[src/design/stpg_pkg.sv]
// Package for the sensor test pattern generator.
// Holds field widths, codes, state and operation types and the structs shared between the modules.
// Depends on nothing.
`timescale 1ns / 1ps

package stpg_pkg;

    localparam int ACTION_W    = 2;
    localparam int WORD_W      = 32;
    localparam int MODE_W      = 3;
    localparam int PERIOD_W    = 16;
    localparam int CFG_INDEX_W = 3;
    localparam int UNIT_STEPS  = 32;
    localparam int UNIT_CNT_W  = 6;

    localparam logic [ACTION_W-1:0] ACT_TICK  = 2'd0;
    localparam logic [ACTION_W-1:0] ACT_READ  = 2'd1;
    localparam logic [ACTION_W-1:0] ACT_START = 2'd2;
    localparam logic [ACTION_W-1:0] ACT_NOP   = 2'd3;

    localparam logic [MODE_W-1:0] MODE_CONST = 3'd0;
    localparam logic [MODE_W-1:0] MODE_INC   = 3'd1;
    localparam logic [MODE_W-1:0] MODE_DEC   = 3'd2;
    localparam logic [MODE_W-1:0] MODE_RAND  = 3'd3;
    localparam logic [MODE_W-1:0] MODE_NONE  = 3'd4;

    localparam logic [CFG_INDEX_W-1:0] CFG_MODE   = 3'd0;
    localparam logic [CFG_INDEX_W-1:0] CFG_FIRST  = 3'd1;
    localparam logic [CFG_INDEX_W-1:0] CFG_SECOND = 3'd2;
    localparam logic [CFG_INDEX_W-1:0] CFG_THIRD  = 3'd3;
    localparam logic [CFG_INDEX_W-1:0] CFG_PERIOD = 3'd4;

    localparam logic [PERIOD_W-1:0] PERIOD_RESET = 16'd1000;

    // Multiplying by this and dropping 35 bits divides any 32-bit unsigned value by ten.
    localparam logic [WORD_W-1:0]   RECIP_TEN    = 32'hCCCC_CCCD;

    typedef enum logic [2:0] {
        ST_IDLE,
        ST_OP1,
        ST_OP2,
        ST_SUM,
        ST_FINISH,
        ST_EMIT
    } stpg_state_t;

    typedef enum logic {
        OP_DIV,
        OP_MUL
    } stpg_op_t;

    typedef struct packed {
        logic [MODE_W-1:0]          mode;
        logic signed [WORD_W-1:0]   first;
        logic signed [WORD_W-1:0]   second;
        logic signed [WORD_W-1:0]   third;
        logic [PERIOD_W-1:0]        period;
    } stpg_cfg_t;

    typedef struct packed {
        logic               start;
        stpg_op_t           op;
        logic [WORD_W-1:0]  opa;
        logic [WORD_W-1:0]  opb;
    } stpg_unit_req_t;

    typedef struct packed {
        logic               busy;
        logic               done;
        logic [WORD_W-1:0]  hi;
        logic [WORD_W-1:0]  lo;
    } stpg_unit_resp_t;

endpackage

[src/design/stpg_in_if.sv]
// Input item channel of the sensor test pattern generator.
// Depends on stpg_pkg.
`timescale 1ns / 1ps

interface stpg_in_if;
    logic                               valid;
    logic                               ready;
    logic [stpg_pkg::ACTION_W-1:0]      action;
    logic [stpg_pkg::WORD_W-1:0]        random_word;

    modport source (output valid, output action, output random_word, input ready);
    modport sink (input valid, input action, input random_word, output ready);
endinterface

[src/design/stpg_out_if.sv]
// Result item channel of the sensor test pattern generator.
// Depends on stpg_pkg.
`timescale 1ns / 1ps

interface stpg_out_if;
    logic                               valid;
    logic                               ready;
    logic signed [stpg_pkg::WORD_W-1:0] sample;
    logic                               sample_valid;
    logic                               sample_ready;
    logic                               running;
    logic [stpg_pkg::WORD_W-1:0]        sample_number;

    modport source (output valid, output sample, output sample_valid, output sample_ready,
                    output running, output sample_number, input ready);
    modport sink (input valid, input sample, input sample_valid, input sample_ready,
                  input running, input sample_number, output ready);
endinterface

[src/design/stpg_cfg_if.sv]
// Configuration write channel of the sensor test pattern generator.
// Depends on stpg_pkg.
`timescale 1ns / 1ps

interface stpg_cfg_if;
    logic                               valid;
    logic                               ready;
    logic [stpg_pkg::CFG_INDEX_W-1:0]   index;
    logic [stpg_pkg::WORD_W-1:0]        data;

    modport source (output valid, output index, output data, input ready);
    modport sink (input valid, input index, input data, output ready);
endinterface

[src/design/sensor_test_pattern_generator_unit.sv]
// Top level of the sensor test pattern generator.
// Depends on stpg_pkg, the three channel interfaces, stpg_cfg_regs, stpg_iter_unit, stpg_core.
//
//  Channel  Role    Payload
//  item     sink    action, random_word
//  result   source  sample, sample_valid, sample_ready, running, sample_number
//  cfg      sink    index, data (always ready)
//
// Ticks, starts, no-ops and reads while idle go from transfer through the emit state to the result.
// Ramp reads make one 32-step multiply in the shared unit.
// Constant and random reads make two 32-step passes through the shared unit,
// where the scaling by ten is a reciprocal multiply and the random offset a division.
// The next item transfers while a result waits in the output register.
// Reset is asynchronous and active low; there is no clearing pass.
`timescale 1ns / 1ps

module sensor_test_pattern_generator_unit (
    input  logic        clk,
    input  logic        rst_n,
    stpg_cfg_if.sink    cfg,
    stpg_in_if.sink     item,
    stpg_out_if.source  result
);

    stpg_pkg::stpg_cfg_t        cfg_regs;
    stpg_pkg::stpg_unit_req_t   unit_req;
    stpg_pkg::stpg_unit_resp_t  unit_resp;

    stpg_cfg_regs u_cfg_regs (
        .clk   (clk),
        .rst_n (rst_n),
        .cfg   (cfg),
        .regs  (cfg_regs)
    );

    stpg_iter_unit u_iter_unit (
        .clk   (clk),
        .rst_n (rst_n),
        .req   (unit_req),
        .resp  (unit_resp)
    );

    stpg_core u_core (
        .clk       (clk),
        .rst_n     (rst_n),
        .cfg       (cfg_regs),
        .item      (item),
        .result    (result),
        .unit_req  (unit_req),
        .unit_resp (unit_resp)
    );

`ifndef ASSERT_OFF
    a_start_when_free: assert property (@(posedge clk) disable iff (!rst_n)
        unit_req.start |-> !unit_resp.busy)
        else $error("Shared unit started while busy.");

    a_no_transfer_when_busy: assert property (@(posedge clk) disable iff (!rst_n)
        unit_resp.busy |-> !item.ready)
        else $error("Input ready while the shared unit is busy.");

    a_valid_sample_status: assert property (@(posedge clk) disable iff (!rst_n)
        (result.valid && result.sample_valid) |-> (result.running && !result.sample_ready))
        else $error("Valid sample with inconsistent status.");
`endif

endmodule

[src/design/stpg_cfg_regs.sv]
// Configuration register file: decodes write transfers into the five pattern registers.
// Depends on stpg_pkg and stpg_cfg_if.
`timescale 1ns / 1ps

module stpg_cfg_regs (
    input  logic                    clk,
    input  logic                    rst_n,
    stpg_cfg_if.sink                cfg,
    output stpg_pkg::stpg_cfg_t     regs
);

    stpg_pkg::stpg_cfg_t regs_reg;
    stpg_pkg::stpg_cfg_t regs_next;

    assign cfg.ready = 1'b1;
    assign regs      = regs_reg;

    always_comb
    begin
        regs_next = regs_reg;
        if (cfg.valid)
        begin
            unique case (cfg.index)
                stpg_pkg::CFG_MODE:   regs_next.mode   = cfg.data[stpg_pkg::MODE_W-1:0];
                stpg_pkg::CFG_FIRST:  regs_next.first  = $signed(cfg.data);
                stpg_pkg::CFG_SECOND: regs_next.second = $signed(cfg.data);
                stpg_pkg::CFG_THIRD:  regs_next.third  = $signed(cfg.data);
                stpg_pkg::CFG_PERIOD: regs_next.period = cfg.data[stpg_pkg::PERIOD_W-1:0];
                default:              regs_next = regs_reg;
            endcase
        end
    end

    always_ff @(posedge clk or negedge rst_n)
    begin
        if (!rst_n)
        begin
            regs_reg.mode   <= stpg_pkg::MODE_NONE;
            regs_reg.first  <= '0;
            regs_reg.second <= '0;
            regs_reg.third  <= '0;
            regs_reg.period <= stpg_pkg::PERIOD_RESET;
        end
        else
        begin
            regs_reg <= regs_next;
        end
    end

endmodule

[src/design/stpg_iter_unit.sv]
// Shared iterative unit: unsigned 32-bit restoring division or shift-add multiplication,
// one bit per cycle through one adder. Depends on stpg_pkg.
`timescale 1ns / 1ps

module stpg_iter_unit (
    input  logic                        clk,
    input  logic                        rst_n,
    input  stpg_pkg::stpg_unit_req_t    req,
    output stpg_pkg::stpg_unit_resp_t   resp
);

    localparam int ADD_W = stpg_pkg::WORD_W + 2;

    logic [stpg_pkg::WORD_W-1:0]    h_reg, h_next;
    logic [stpg_pkg::WORD_W-1:0]    l_reg, l_next;
    logic [stpg_pkg::WORD_W-1:0]    d_reg, d_next;
    stpg_pkg::stpg_op_t             op_reg, op_next;
    logic [stpg_pkg::UNIT_CNT_W-1:0] cnt_reg, cnt_next;
    logic                           busy_reg, busy_next;
    logic                           done_reg, done_next;

    logic [stpg_pkg::WORD_W:0]      trial;
    logic [ADD_W-1:0]               add_x;
    logic [ADD_W-1:0]               add_y;
    logic [ADD_W-1:0]               add_sum;
    logic                           add_cin;

    assign resp.busy = busy_reg;
    assign resp.done = done_reg;
    assign resp.hi   = h_reg;
    assign resp.lo   = l_reg;

    assign trial = {h_reg, l_reg[stpg_pkg::WORD_W-1]};

    always_comb
    begin
        if (op_reg == stpg_pkg::OP_DIV)
        begin
            add_x   = {1'b0, trial};
            add_y   = ~{2'b00, d_reg};
            add_cin = 1'b1;
        end
        else
        begin
            add_x   = {2'b00, h_reg};
            add_y   = l_reg[0] ? {2'b00, d_reg} : '0;
            add_cin = 1'b0;
        end
        add_sum = add_x + add_y + {{(ADD_W-1){1'b0}}, add_cin};
    end

    always_comb
    begin
        h_next    = h_reg;
        l_next    = l_reg;
        d_next    = d_reg;
        op_next   = op_reg;
        cnt_next  = cnt_reg;
        busy_next = busy_reg;
        done_next = 1'b0;
        if (req.start)
        begin
            h_next    = '0;
            l_next    = req.opa;
            d_next    = req.opb;
            op_next   = req.op;
            cnt_next  = stpg_pkg::UNIT_CNT_W'(stpg_pkg::UNIT_STEPS);
            busy_next = 1'b1;
        end
        else if (busy_reg)
        begin
            if (op_reg == stpg_pkg::OP_DIV)
            begin
                h_next = add_sum[ADD_W-1] ? trial[stpg_pkg::WORD_W-1:0]
                                          : add_sum[stpg_pkg::WORD_W-1:0];
                l_next = {l_reg[stpg_pkg::WORD_W-2:0], ~add_sum[ADD_W-1]};
            end
            else
            begin
                h_next = add_sum[stpg_pkg::WORD_W:1];
                l_next = {add_sum[0], l_reg[stpg_pkg::WORD_W-1:1]};
            end
            cnt_next = cnt_reg - 1'b1;
            if (cnt_reg == stpg_pkg::UNIT_CNT_W'(1))
            begin
                busy_next = 1'b0;
                done_next = 1'b1;
            end
        end
    end

    always_ff @(posedge clk or negedge rst_n)
    begin
        if (!rst_n)
        begin
            cnt_reg  <= '0;
            busy_reg <= 1'b0;
            done_reg <= 1'b0;
            op_reg   <= stpg_pkg::OP_DIV;
        end
        else
        begin
            cnt_reg  <= cnt_next;
            busy_reg <= busy_next;
            done_reg <= done_next;
            op_reg   <= op_next;
        end
    end

    always_ff @(posedge clk)
    begin
        h_reg <= h_next;
        l_reg <= l_next;
        d_reg <= d_next;
    end

endmodule

[src/design/stpg_core.sv]
// Sequencer and pattern state: sample timing, read evaluation through the shared unit,
// and the output register. Depends on stpg_pkg, stpg_in_if, stpg_out_if.
`timescale 1ns / 1ps

module stpg_core (
    input  logic                        clk,
    input  logic                        rst_n,
    input  stpg_pkg::stpg_cfg_t         cfg,
    stpg_in_if.sink                     item,
    stpg_out_if.source                  result,
    output stpg_pkg::stpg_unit_req_t    unit_req,
    input  stpg_pkg::stpg_unit_resp_t   unit_resp
);

    localparam int W  = stpg_pkg::WORD_W;
    localparam int VW = 2 * W + 2;
    localparam logic signed [VW-1:0] SAT_MAX = 66'sh0_7FFF_FFFF;
    localparam logic signed [VW-1:0] SAT_MIN = -66'sh0_8000_0000;

    stpg_pkg::stpg_state_t          state_reg, state_next;
    logic [stpg_pkg::MODE_W-1:0]    mode_reg, mode_next;
    logic signed [W-1:0]            arg_a_reg, arg_a_next;
    logic signed [W-1:0]            arg_b_reg, arg_b_next;
    logic signed [W-1:0]            arg_c_reg, arg_c_next;
    logic                           active_reg, active_next;
    logic [stpg_pkg::PERIOD_W-1:0]  ms_reg, ms_next;
    logic [W-1:0]                   idx_reg, idx_next;
    logic                           read_done_reg, read_done_next;
    logic                           passed_reg, passed_next;
    logic [W-1:0]                   hi1_reg, hi1_next;
    logic [W-1:0]                   lo1_reg, lo1_next;
    logic [W-1:0]                   q2_reg, q2_next;
    logic signed [VW-1:0]           v_reg, v_next;
    logic signed [W-1:0]            smp_reg, smp_next;
    logic                           svalid_reg, svalid_next;
    logic                           out_valid_reg, out_valid_next;
    logic signed [W-1:0]            out_sample_reg, out_sample_next;
    logic                           out_svalid_reg, out_svalid_next;
    logic                           out_sready_reg, out_sready_next;
    logic                           out_running_reg, out_running_next;
    logic [W-1:0]                   out_number_reg, out_number_next;

    logic signed [W:0]              w_diff;
    logic                           w_neg;
    logic                           w_pos;
    logic [W:0]                     per_eff;
    logic [W:0]                     ms_inc;
    logic [W+3:0]                   times_ten;
    logic [VW-1:0]                  prod_ext;
    logic signed [VW-1:0]           a_ext;
    logic signed [VW-1:0]           c_ext;
    logic                           flip;
    logic                           ok;
    logic signed [W-1:0]            sat_val;

    function automatic logic [W-1:0] mag(input logic [W-1:0] x);
        mag = x[W-1] ? (~x + 1'b1) : x;
    endfunction

    assign item.ready           = (state_reg == stpg_pkg::ST_IDLE);
    assign result.valid         = out_valid_reg;
    assign result.sample        = out_sample_reg;
    assign result.sample_valid  = out_svalid_reg;
    assign result.sample_ready  = out_sready_reg;
    assign result.running       = out_running_reg;
    assign result.sample_number = out_number_reg;

    assign w_diff    = {arg_b_reg[W-1], arg_b_reg} - {arg_a_reg[W-1], arg_a_reg};
    assign w_neg     = w_diff[W];
    assign w_pos     = !w_neg && (w_diff != '0);
    assign per_eff   = (cfg.period == '0) ? (W+1)'(1) : (W+1)'(cfg.period);
    assign ms_inc    = (W+1)'(ms_reg) + 1'b1;
    assign times_ten = (W+4)'({hi1_reg[W-1:3], 3'b000}) + (W+4)'({hi1_reg[W-1:3], 1'b0});
    assign prod_ext  = {2'b00, hi1_reg, lo1_reg};
    assign a_ext     = {{(VW-W){arg_a_reg[W-1]}}, arg_a_reg};
    assign c_ext     = {{(VW-W){arg_c_reg[W-1]}}, arg_c_reg};
    assign flip      = arg_b_reg[W-1] ^ (mode_reg == stpg_pkg::MODE_DEC);

    always_comb
    begin
        if (v_reg > SAT_MAX)
        begin
            sat_val = SAT_MAX[W-1:0];
        end
        else if (v_reg < SAT_MIN)
        begin
            sat_val = SAT_MIN[W-1:0];
        end
        else
        begin
            sat_val = v_reg[W-1:0];
        end
        case (mode_reg) inside
            stpg_pkg::MODE_CONST: ok = !arg_b_reg[W-1] && (idx_reg < q2_reg);
            stpg_pkg::MODE_INC:   ok = (v_reg <= c_ext);
            stpg_pkg::MODE_DEC:   ok = (v_reg >= c_ext);
            default:              ok = !arg_c_reg[W-1] && (idx_reg < q2_reg) && !w_neg;
        endcase
    end

    always_comb
    begin
        state_next       = state_reg;
        mode_next        = mode_reg;
        arg_a_next       = arg_a_reg;
        arg_b_next       = arg_b_reg;
        arg_c_next       = arg_c_reg;
        active_next      = active_reg;
        ms_next          = ms_reg;
        idx_next         = idx_reg;
        read_done_next   = read_done_reg;
        passed_next      = passed_reg;
        hi1_next         = hi1_reg;
        lo1_next         = lo1_reg;
        q2_next          = q2_reg;
        v_next           = v_reg;
        smp_next         = smp_reg;
        svalid_next      = svalid_reg;
        out_valid_next   = out_valid_reg && !result.ready;
        out_sample_next  = out_sample_reg;
        out_svalid_next  = out_svalid_reg;
        out_sready_next  = out_sready_reg;
        out_running_next = out_running_reg;
        out_number_next  = out_number_reg;
        unit_req.start   = 1'b0;
        unit_req.op      = stpg_pkg::OP_MUL;
        unit_req.opa     = '0;
        unit_req.opb     = stpg_pkg::RECIP_TEN;

        unique case (state_reg)
            stpg_pkg::ST_IDLE:
            begin
                if (item.valid)
                begin
                    smp_next    = '0;
                    svalid_next = 1'b0;
                    state_next  = stpg_pkg::ST_EMIT;
                    unique case (item.action)
                        stpg_pkg::ACT_TICK:
                        begin
                            if (active_reg)
                            begin
                                if (ms_inc >= per_eff)
                                begin
                                    ms_next     = '0;
                                    idx_next    = idx_reg + 1'b1;
                                    passed_next = 1'b1;
                                end
                                else
                                begin
                                    ms_next = ms_inc[stpg_pkg::PERIOD_W-1:0];
                                end
                            end
                        end
                        stpg_pkg::ACT_READ:
                        begin
                            if (active_reg)
                            begin
                                read_done_next = 1'b1;
                                passed_next    = 1'b0;
                                unit_req.start = 1'b1;
                                state_next     = stpg_pkg::ST_OP1;
                                case (mode_reg) inside
                                    stpg_pkg::MODE_CONST:
                                    begin
                                        unit_req.opa = mag(arg_a_reg);
                                    end
                                    stpg_pkg::MODE_INC, stpg_pkg::MODE_DEC:
                                    begin
                                        unit_req.op  = stpg_pkg::OP_MUL;
                                        unit_req.opa = idx_reg;
                                        unit_req.opb = mag(arg_b_reg);
                                    end
                                    default:
                                    begin
                                        unit_req.op  = stpg_pkg::OP_DIV;
                                        unit_req.opa = item.random_word;
                                        unit_req.opb = w_diff[W-1:0];
                                    end
                                endcase
                            end
                        end
                        stpg_pkg::ACT_START:
                        begin
                            mode_next      = cfg.mode;
                            arg_a_next     = cfg.first;
                            arg_b_next     = cfg.second;
                            arg_c_next     = cfg.third;
                            active_next    = (cfg.mode <= stpg_pkg::MODE_RAND);
                            ms_next        = '0;
                            idx_next       = '0;
                            read_done_next = 1'b0;
                            passed_next    = 1'b0;
                        end
                        default:
                        begin
                            state_next = stpg_pkg::ST_EMIT;
                        end
                    endcase
                end
            end
            stpg_pkg::ST_OP1:
            begin
                if (unit_resp.done)
                begin
                    hi1_next = unit_resp.hi;
                    lo1_next = unit_resp.lo;
                    if (mode_reg == stpg_pkg::MODE_INC || mode_reg == stpg_pkg::MODE_DEC)
                    begin
                        state_next = stpg_pkg::ST_SUM;
                    end
                    else
                    begin
                        unit_req.start = 1'b1;
                        unit_req.opa   = (mode_reg == stpg_pkg::MODE_CONST) ? mag(arg_b_reg)
                                                                            : mag(arg_c_reg);
                        state_next     = stpg_pkg::ST_OP2;
                    end
                end
            end
            stpg_pkg::ST_OP2:
            begin
                if (unit_resp.done)
                begin
                    q2_next    = {3'b000, unit_resp.hi[W-1:3]};
                    state_next = stpg_pkg::ST_SUM;
                end
            end
            stpg_pkg::ST_SUM:
            begin
                case (mode_reg) inside
                    stpg_pkg::MODE_CONST:
                    begin
                        v_next = arg_a_reg[W-1] ? -$signed(VW'(times_ten))
                                                : $signed(VW'(times_ten));
                    end
                    stpg_pkg::MODE_INC, stpg_pkg::MODE_DEC:
                    begin
                        v_next = a_ext + (flip ? -$signed(prod_ext) : $signed(prod_ext));
                    end
                    default:
                    begin
                        v_next = a_ext + $signed(VW'(w_pos ? hi1_reg : '0));
                    end
                endcase
                state_next = stpg_pkg::ST_FINISH;
            end
            stpg_pkg::ST_FINISH:
            begin
                if (ok)
                begin
                    smp_next    = sat_val;
                    svalid_next = 1'b1;
                end
                else
                begin
                    smp_next    = '0;
                    svalid_next = 1'b0;
                    active_next = 1'b0;
                end
                state_next = stpg_pkg::ST_EMIT;
            end
            stpg_pkg::ST_EMIT:
            begin
                if (!out_valid_reg || result.ready)
                begin
                    out_valid_next   = 1'b1;
                    out_sample_next  = smp_reg;
                    out_svalid_next  = svalid_reg;
                    out_sready_next  = active_reg && (!read_done_reg || passed_reg);
                    out_running_next = active_reg;
                    out_number_next  = idx_reg;
                    state_next       = stpg_pkg::ST_IDLE;
                end
            end
            default:
            begin
                state_next = stpg_pkg::ST_IDLE;
            end
        endcase
    end

    always_ff @(posedge clk or negedge rst_n)
    begin
        if (!rst_n)
        begin
            state_reg     <= stpg_pkg::ST_IDLE;
            mode_reg      <= stpg_pkg::MODE_NONE;
            arg_a_reg     <= '0;
            arg_b_reg     <= '0;
            arg_c_reg     <= '0;
            active_reg    <= 1'b0;
            ms_reg        <= '0;
            idx_reg       <= '0;
            read_done_reg <= 1'b0;
            passed_reg    <= 1'b0;
            out_valid_reg <= 1'b0;
        end
        else
        begin
            state_reg     <= state_next;
            mode_reg      <= mode_next;
            arg_a_reg     <= arg_a_next;
            arg_b_reg     <= arg_b_next;
            arg_c_reg     <= arg_c_next;
            active_reg    <= active_next;
            ms_reg        <= ms_next;
            idx_reg       <= idx_next;
            read_done_reg <= read_done_next;
            passed_reg    <= passed_next;
            out_valid_reg <= out_valid_next;
        end
    end

    always_ff @(posedge clk)
    begin
        hi1_reg         <= hi1_next;
        lo1_reg         <= lo1_next;
        q2_reg          <= q2_next;
        v_reg           <= v_next;
        smp_reg         <= smp_next;
        svalid_reg      <= svalid_next;
        out_sample_reg  <= out_sample_next;
        out_svalid_reg  <= out_svalid_next;
        out_sready_reg  <= out_sready_next;
        out_running_reg <= out_running_next;
        out_number_reg  <= out_number_next;
    end

endmodule

[src/flat_wrapper.sv]
// flat-port wrapper written by rule: the top's interface ports become plain ports
module sensor_test_pattern_generator_unit_flat 
  (clk, rst_n, cfg_valid, cfg_index, cfg_data, cfg_ready, item_valid, item_action, item_random_word, item_ready, result_valid, result_sample, result_sample_valid, result_sample_ready, result_running, result_sample_number, result_ready);
  stpg_cfg_if cfg_i ();
  stpg_in_if item_i ();
  stpg_out_if result_i ();
  input  logic clk;
  input  logic rst_n;
  input wire logic [$bits(cfg_i.valid)-1:0] cfg_valid;
  input wire logic [$bits(cfg_i.index)-1:0] cfg_index;
  input wire logic [$bits(cfg_i.data)-1:0] cfg_data;
  output wire logic [$bits(cfg_i.ready)-1:0] cfg_ready;
  input wire logic [$bits(item_i.valid)-1:0] item_valid;
  input wire logic [$bits(item_i.action)-1:0] item_action;
  input wire logic [$bits(item_i.random_word)-1:0] item_random_word;
  output wire logic [$bits(item_i.ready)-1:0] item_ready;
  output wire logic [$bits(result_i.valid)-1:0] result_valid;
  output wire logic [$bits(result_i.sample)-1:0] result_sample;
  output wire logic [$bits(result_i.sample_valid)-1:0] result_sample_valid;
  output wire logic [$bits(result_i.sample_ready)-1:0] result_sample_ready;
  output wire logic [$bits(result_i.running)-1:0] result_running;
  output wire logic [$bits(result_i.sample_number)-1:0] result_sample_number;
  input wire logic [$bits(result_i.ready)-1:0] result_ready;
  assign cfg_i.valid = cfg_valid;
  assign cfg_i.index = cfg_index;
  assign cfg_i.data = cfg_data;
  assign cfg_ready = cfg_i.ready;
  assign item_i.valid = item_valid;
  assign item_i.action = item_action;
  assign item_i.random_word = item_random_word;
  assign item_ready = item_i.ready;
  assign result_valid = result_i.valid;
  assign result_sample = result_i.sample;
  assign result_sample_valid = result_i.sample_valid;
  assign result_sample_ready = result_i.sample_ready;
  assign result_running = result_i.running;
  assign result_sample_number = result_i.sample_number;
  assign result_i.ready = result_ready;
  sensor_test_pattern_generator_unit u_core (.clk(clk), .rst_n(rst_n), .cfg(cfg_i), .item(item_i), .result(result_i));
endmodule
[config.mk]
export PLATFORM = sky130hd
export DESIGN_NAME = sensor_test_pattern_generator_unit_flat
export DESIGN_NICKNAME = d
export VERILOG_FILES = /design/src/design/stpg_pkg.sv /design/src/design/stpg_in_if.sv /design/src/design/stpg_out_if.sv /design/src/design/stpg_cfg_if.sv /design/src/design/sensor_test_pattern_generator_unit.sv /design/src/design/stpg_cfg_regs.sv /design/src/design/stpg_iter_unit.sv /design/src/design/stpg_core.sv /design/src/flat_wrapper.sv
export SDC_FILE = /design/constraint.sdc
export NUM_CORES = 2
export LEC_CHECK = 0
export BUFFER_PORTS_ARGS = -buffer_cell sky130_fd_sc_hd__clkbuf_2
export CAP_MARGIN = 40
export CELL_PAD_IN_SITES_DETAIL_PLACEMENT = 1
export CELL_PAD_IN_SITES_GLOBAL_PLACEMENT = 1
export CORE_MARGIN = 2
export CORE_UTILIZATION = 45
export CTS_CLUSTER_SIZE = 28
export DETAILED_ROUTE_END_ITERATION = 10
export PLACE_DENSITY_LB_ADDON = 0.1
export SYNTH_ARGS = -nofsm -noshare
export SYNTH_HDL_FRONTEND = slang
export SYNTH_SLANG_ARGS = --single-unit
[constraint.sdc]
create_clock -name clk -period 8.9 [get_ports clk]
set_input_delay 1.335 -clock clk [delete_from_list [all_inputs] [get_ports clk]]
set_output_delay 1.335 -clock clk [all_outputs]
set_load 0.1 [all_outputs]
Yosys cells after proc, flatten, opt, wreduce, memory -nomap -nowiden

Cells that the tools add are included.

Bits of input ports: 74
Register bits: 633
Logic and storage cells: 212
Output and inout port bits: 70

Bitwise gates (word level): 10
Eq/ne operators: 23
Reductions and logical operators: 44
Multiplexer cells: 80
Add/sub/neg operators: 14
$lt $le $gt $ge: 7

Operator list:

| cell                                                                            | count |
|---|---|
| 32-bit two-way mux                                                              | 23 |
| 66-bit two-way mux                                                              | 7 |
| 32-bit one-hot mux with 2 select lines                                          | 3 |
| 32-bit by 1-bit adder with 32-bit output (second input constant)                | 4 |
| 32-bit inverter                                                                 | 3 |
| 32-bit by 66-bit adder with 66-bit output                                       | 1 |
| 66-bit by 32-bit >= comparator with 1-bit output                                | 1 |
| 66-bit by 32-bit > comparator with 1-bit output (second input constant)         | 1 |
| 66-bit by 32-bit <= comparator with 1-bit output                                | 1 |
| 66-bit by 32-bit less-than comparator with 1-bit output (second input constant) | 1 |
| 33-bit negation with 66-bit output                                              | 1 |
| 64-bit negation with 66-bit output                                              | 1 |
| 16-bit two-way mux                                                              | 3 |
| 32-bit by 33-bit adder with 34-bit output                                       | 1 |
| 34-bit by 1-bit adder with 34-bit output                                        | 1 |
| 34-bit adder                                                                    | 1 |
| 34-bit two-way mux                                                              | 1 |
| 32-bit inverter with 34-bit output                                              | 1 |
| 32-bit by 30-bit adder with 33-bit output                                       | 1 |
| 33-bit two-way mux                                                              | 1 |
| 33-bit nonzero test                                                             | 1 |
| 32-bit by 32-bit subtractor with 33-bit output                                  | 1 |
| 32-bit by 29-bit less-than comparator with 1-bit output                         | 1 |
| 16-bit one-hot mux with 2 select lines                                          | 1 |
| other kinds (35)                                                                | 117 |

Depth between registers and ports, before layout

Word-level depth: 10
Mapped depth: 29
Mapped depth without buffers: 28

Cells and area by module

From an unflattened synthesis, not the netlist that was laid out.

Cells, all modules: 4,662
Area, all modules: 44,423.9 um2

Modules (own cells, without submodules):

| module         | cells an instance | instances | area each (um2) |
|---|---|---|---|
| stpg_core      | 3,601             | 1         | 32,524.9 |
| stpg_iter_unit | 811               | 1         | 7,254.5 |
| stpg_cfg_regs  | 250               | 1         | 4,644.5 |

Worst setup path before layout

No wires, ideal clock.

Path type: reg-to-reg
From: register u_core.u_core.arg_a_reg[0]
To: register u_core.u_core.v_reg[64] (data pin)
Data arrival time: 6,924 ps
Stages on the path, launching flop included: 27
Buffers on the path: 2
Setup slack: 1,819 ps
Clock period less this slack: 7,081 ps
Path through: dfrtp_1 ha_1 fa_1 nand2b_1 a21oi_1 o22a_1 a31oi_1 a2111oi_0 o21ai_0 a21boi_0 mux2_2 or3_1 a2111oi_4 buf_2 nor2_1 ha_1 a21o_1 a211o_1 o2111ai_1 a21oi_1 a41o_1 a31oi_1 a31oi_1 a211oi_1 clkbuf_1 a21oi_1 o211ai_1

Cells in the longest elaborated chain, start to end: 7

RTL lines:

| item                                                     | RTL line         | source |
|---|---|---|
| start, declared                                          | stpg_core.sv:22  | `logic signed [W-1:0] arg_a_reg, arg_a_next;` |
| start signal, assigned                                   | stpg_core.sv:303 | `arg_a_reg <= arg_a_next;` |
| 32-bit by 32-bit subtractor with 33-bit output           | stpg_core.sv:68  | `assign w_diff = {arg_b_reg[W-1], arg_b_reg} - {arg_a_reg[W-1], arg_a_reg};` |
| 33-bit nonzero test or 1-bit logical NOT (tied branches) | stpg_core.sv:70  | `assign w_pos = !w_neg && (w_diff != '0);` |
| 1-bit logical AND                                        | stpg_core.sv:70  |  |
| 32-bit two-way mux                                       | stpg_core.sv:243 | `v_next = a_ext + $signed(VW'(w_pos ? hi1_reg : '0));` |
| 32-bit by 33-bit adder with 34-bit output                | stpg_core.sv:243 |  |
| 66-bit two-way mux (*) (2 in a row)                      | stpg_core.sv:231 | `case (mode_reg) inside` |
| end signal, assigned                                     | stpg_core.sv:320 | `v_reg <= v_next;` |
| end, declared                                            | stpg_core.sv:33  | `logic signed [VW-1:0] v_reg, v_next;` |

Every way passes the cells marked *; elsewhere a longest branch is shown, timed or not.
A chain may end at the register's enable or synchronous reset.

Final worst setup path

From: register u_core.u_core.arg_a_reg[0]
To: register u_core.u_core.v_reg[34] (data pin)

Same word-level chain as after synthesis.

==> results.toml <==
[clocking]
clockBufferDepth = 3
htree_levels = 3
cts_root_buffer = "clkbuf_16"
cts.sinks = 633
cts_tree = "yes"
insertion_delay_ns = 0.67
numCtsBuffers = 74
hold_buffers = 0
path_clk_slew_ns = 0.06

[route]
drtAntennaViolNets = 0
wl_per_cell_um = 29.3
vias = 38500
first_iter_violations = 3121
vias_per_cell = 6.30
drc = 0
drt_wl_total_um = 179000
first_pass_iters = 7

[grt]
grt_pass1_wl_um = 261000
antenna_found_initial = 10
grtUsageTotal = 0.353
gr-total-overflow = 0
grt_max_degree = 87
grt_pass1_vias = 38700

[floorplan]
die_h_um = 317
die_x_um = 317
die_area_mm2 = 0.100
core_area_mm2 = 0.0967
rows = 114
io_pins = 144
start_util = 0.455

[worst_hold_path]
min_path_cells = 0
holdPathEnd = "u_core.u_core.result.sample[31]"
min-delay-start = "u_core.u_core.smp_reg[31]"
hp-class = "register to register"

[timing]
fin_tns_setup_ns = 0
rsz0062_at_grt = "false"
drv_slew = 0
slew_headroom = 0.382
max_freq_mhz = 120
skew_ns = 0.0434
min_period_ns = 8.33
fin_crit_sh = 0.935
worst_pin_slew_ns = 0.921
setup_viol = 0
whs_ns = 0.418
hold_viol = 0

[synthesis]
synth_edf_count = 323
synth_cell_type_count = 87
yosys-top-cells-area = "edfxtp_1 (22%), dfrtp_1 (15%), ha_1 (8.9%), mux2_2 (6.1%), xnor2_1 (4.9%)"
syn_area_mm2 = 0.0440
avgSynthCellArea_um2 = 9.45
synth_fp_nets = 5048
synth-async-reset-ratio = 0.439
synth_flop_cell = "edfxtp_1"
yosysWarningCount = 0
synth_cells = 4656
synth_seq_cells = 633
ys_seq_area_frac = 0.393
synth_top_cell_by_area = "edfxtp_1"
synth_top_area_share = 0.221

[placed_design]
dp_hpwl_um = 139000
portBuffers = 142
gp_congestion = 0.986

[worst_setup_path]
cp.arrival_ns = 8.79
worstPathRequired_ns = 9.37
critPathKind = "register to register"
cp_max_fo = 10
endpoint_kind = "register"
timing.rr.end = "u_core.u_core.v_reg[34]"
r2r_start = "u_core.u_core.arg_a_reg[0]"
rrSetupSlack_ns = 0.57
startpoint_type = "register"
reg2regPathDepth = 27

[layout]
nets = 5156
largest_register_ffs = 115
areaGrowthSynthToFinish_pct = 12.0
layout_commonest_cell = "nand2_1"
final_cell_mix = "nand2_1 (473), a21oi_1 (335), edfxtp_1 (323)"
drive_gt1_frac = 0.140

[status]
status = "finished clean"

[job]
drv_cap = 0
==> metal layers <==
layer | vias up | share of wire | global-route usage
met5 | - | 0.00037 | 0
met4 | 10 | 0.072 | 0.215
li1 | 17500 | - | -
met2 | 1198 | 0.46 | 0.570
met3 | 381 | 0.058 | 0.0627
met1 | 19400 | 0.41 | 0.442
==> cell families (layout without fill, tap and decap cells) <==
family | count (synthesis) | in the layout | synth area share
xor gates and xnor gates | 365 | 365 | 0.0727
buffers and inverters | 403 | 573 | 0.0347
DFF | 633 | 633 | 0.393
adders and majority gates | 318 | 318 | 0.0915
and+or+nand+nor | 1345 | 1345 | 0.145
AOI/OAI and AO/OA | 1313 | 1313 | 0.193
muxes | 278 | 278 | 0.0700
other | 1 | 5 | 0.0000853
==> cell usage after synthesis (all sizes together), types with 26 or more instances <==
cell type	n
o21a	42
nor2	299
ha	312
a21oi	337
mux2	237
o21ai	316
a31oi	63
a211oi	54
nand4	80
a21o	149
o221ai	31
a221oi	34
dfxtp	32
o31ai	53
mux2i	41
and3	43
xor2	121
clkbuf	196
xnor2	244
nor4	41
or3	43
nand2	475
dfrtp	270
nand3	114
nand2b	48
o41ai	26
nor2b	28
inv	183
nor3	74
edfxtp	323
o211ai	72
==> worst max path at each step <==
| stage | start | endpoint | slack [ns] | cells after the start |
|---|---|---|---|---|
| after floorplan | u_core.u_core.arg_a_reg[0] | u_core.u_core.v_reg[64] | 1.82 | 26 |
| after global placement | u_core.u_core.arg_a_reg[0] | u_core.u_core.v_reg[48] | 0.61 | 25 |
| after detailed placement | u_core.u_core.arg_a_reg[0] | u_core.u_core.v_reg[30] | 0.39 | 27 |
| after CTS | u_core.u_core.arg_a_reg[0] | u_core.u_core.v_reg[34] | 0.24 | 26 |
| after global routing | u_core.u_core.arg_a_reg[0] | u_core.u_core.v_reg[34] | 0.03 | 27 |
| final | u_core.u_core.arg_a_reg[0] | u_core.u_core.v_reg[34] | 0.57 | 27 |
==> final cells by class <==
class / instances / area [um^2]
fillers: 11000 / 47500
repair buffers: 250 / 1770
inverters: 185 / 694
clock inverters: 40 / 459
well taps: 1276 / 1600
multi-input cells: 3620 / 25300
clock buffers: 98 / 2070
flip-flops and latches: 633 / 17300
diodes: 4 / 10.0
==> timing repair <==
item	in CTS	in global routing
buffers inserted	0	2
gates resized for setup	0	1
setup endpoints to repair	0	42
==> critical path, stage by stage, from the launching register on <==
cell	delay [ns]
dfrtp_1	0.47
ha_1	0.27
fa_1	0.41
nand2b_1	0.18
a21oi_1	0.28
o22a_1	0.24
a31oi_1	0.16
a2111oi_1	0.65
o21ai_0	0.28
a21boi_0	0.52
mux2_2	0.39
or3_1	0.41
a2111oi_4	0.39
buf_12	0.19
nor3_1	0.06
ha_1	0.38
nand3_1	0.10
o22ai_1	0.35
o211ai_1	0.13
nand2_1	0.17
a41o_1	0.34
a31oi_1	0.17
a31oi_1	0.39
nor2_1	0.11
a211oi_2	0.51
buf_4	0.28
a21oi_1	0.06
o21ai_0	0.23
==> per-stage QoR <==
step,util,std cells,cell area (um^2),setup slack [ns]
detailed placement,0.483,5962,46700,0.393
CTS,0.509,6100,49200,0.238
floorplan,-,4656,44000,1.82
global placement,0.479,5943,46300,0.607
global route,0.509,6102,49200,0.0297
finish,0.509,6106,49200,0.574
Power is not shown: default switching activity piles up to over one toggle a cycle in this logic, so the estimate is an artifact.
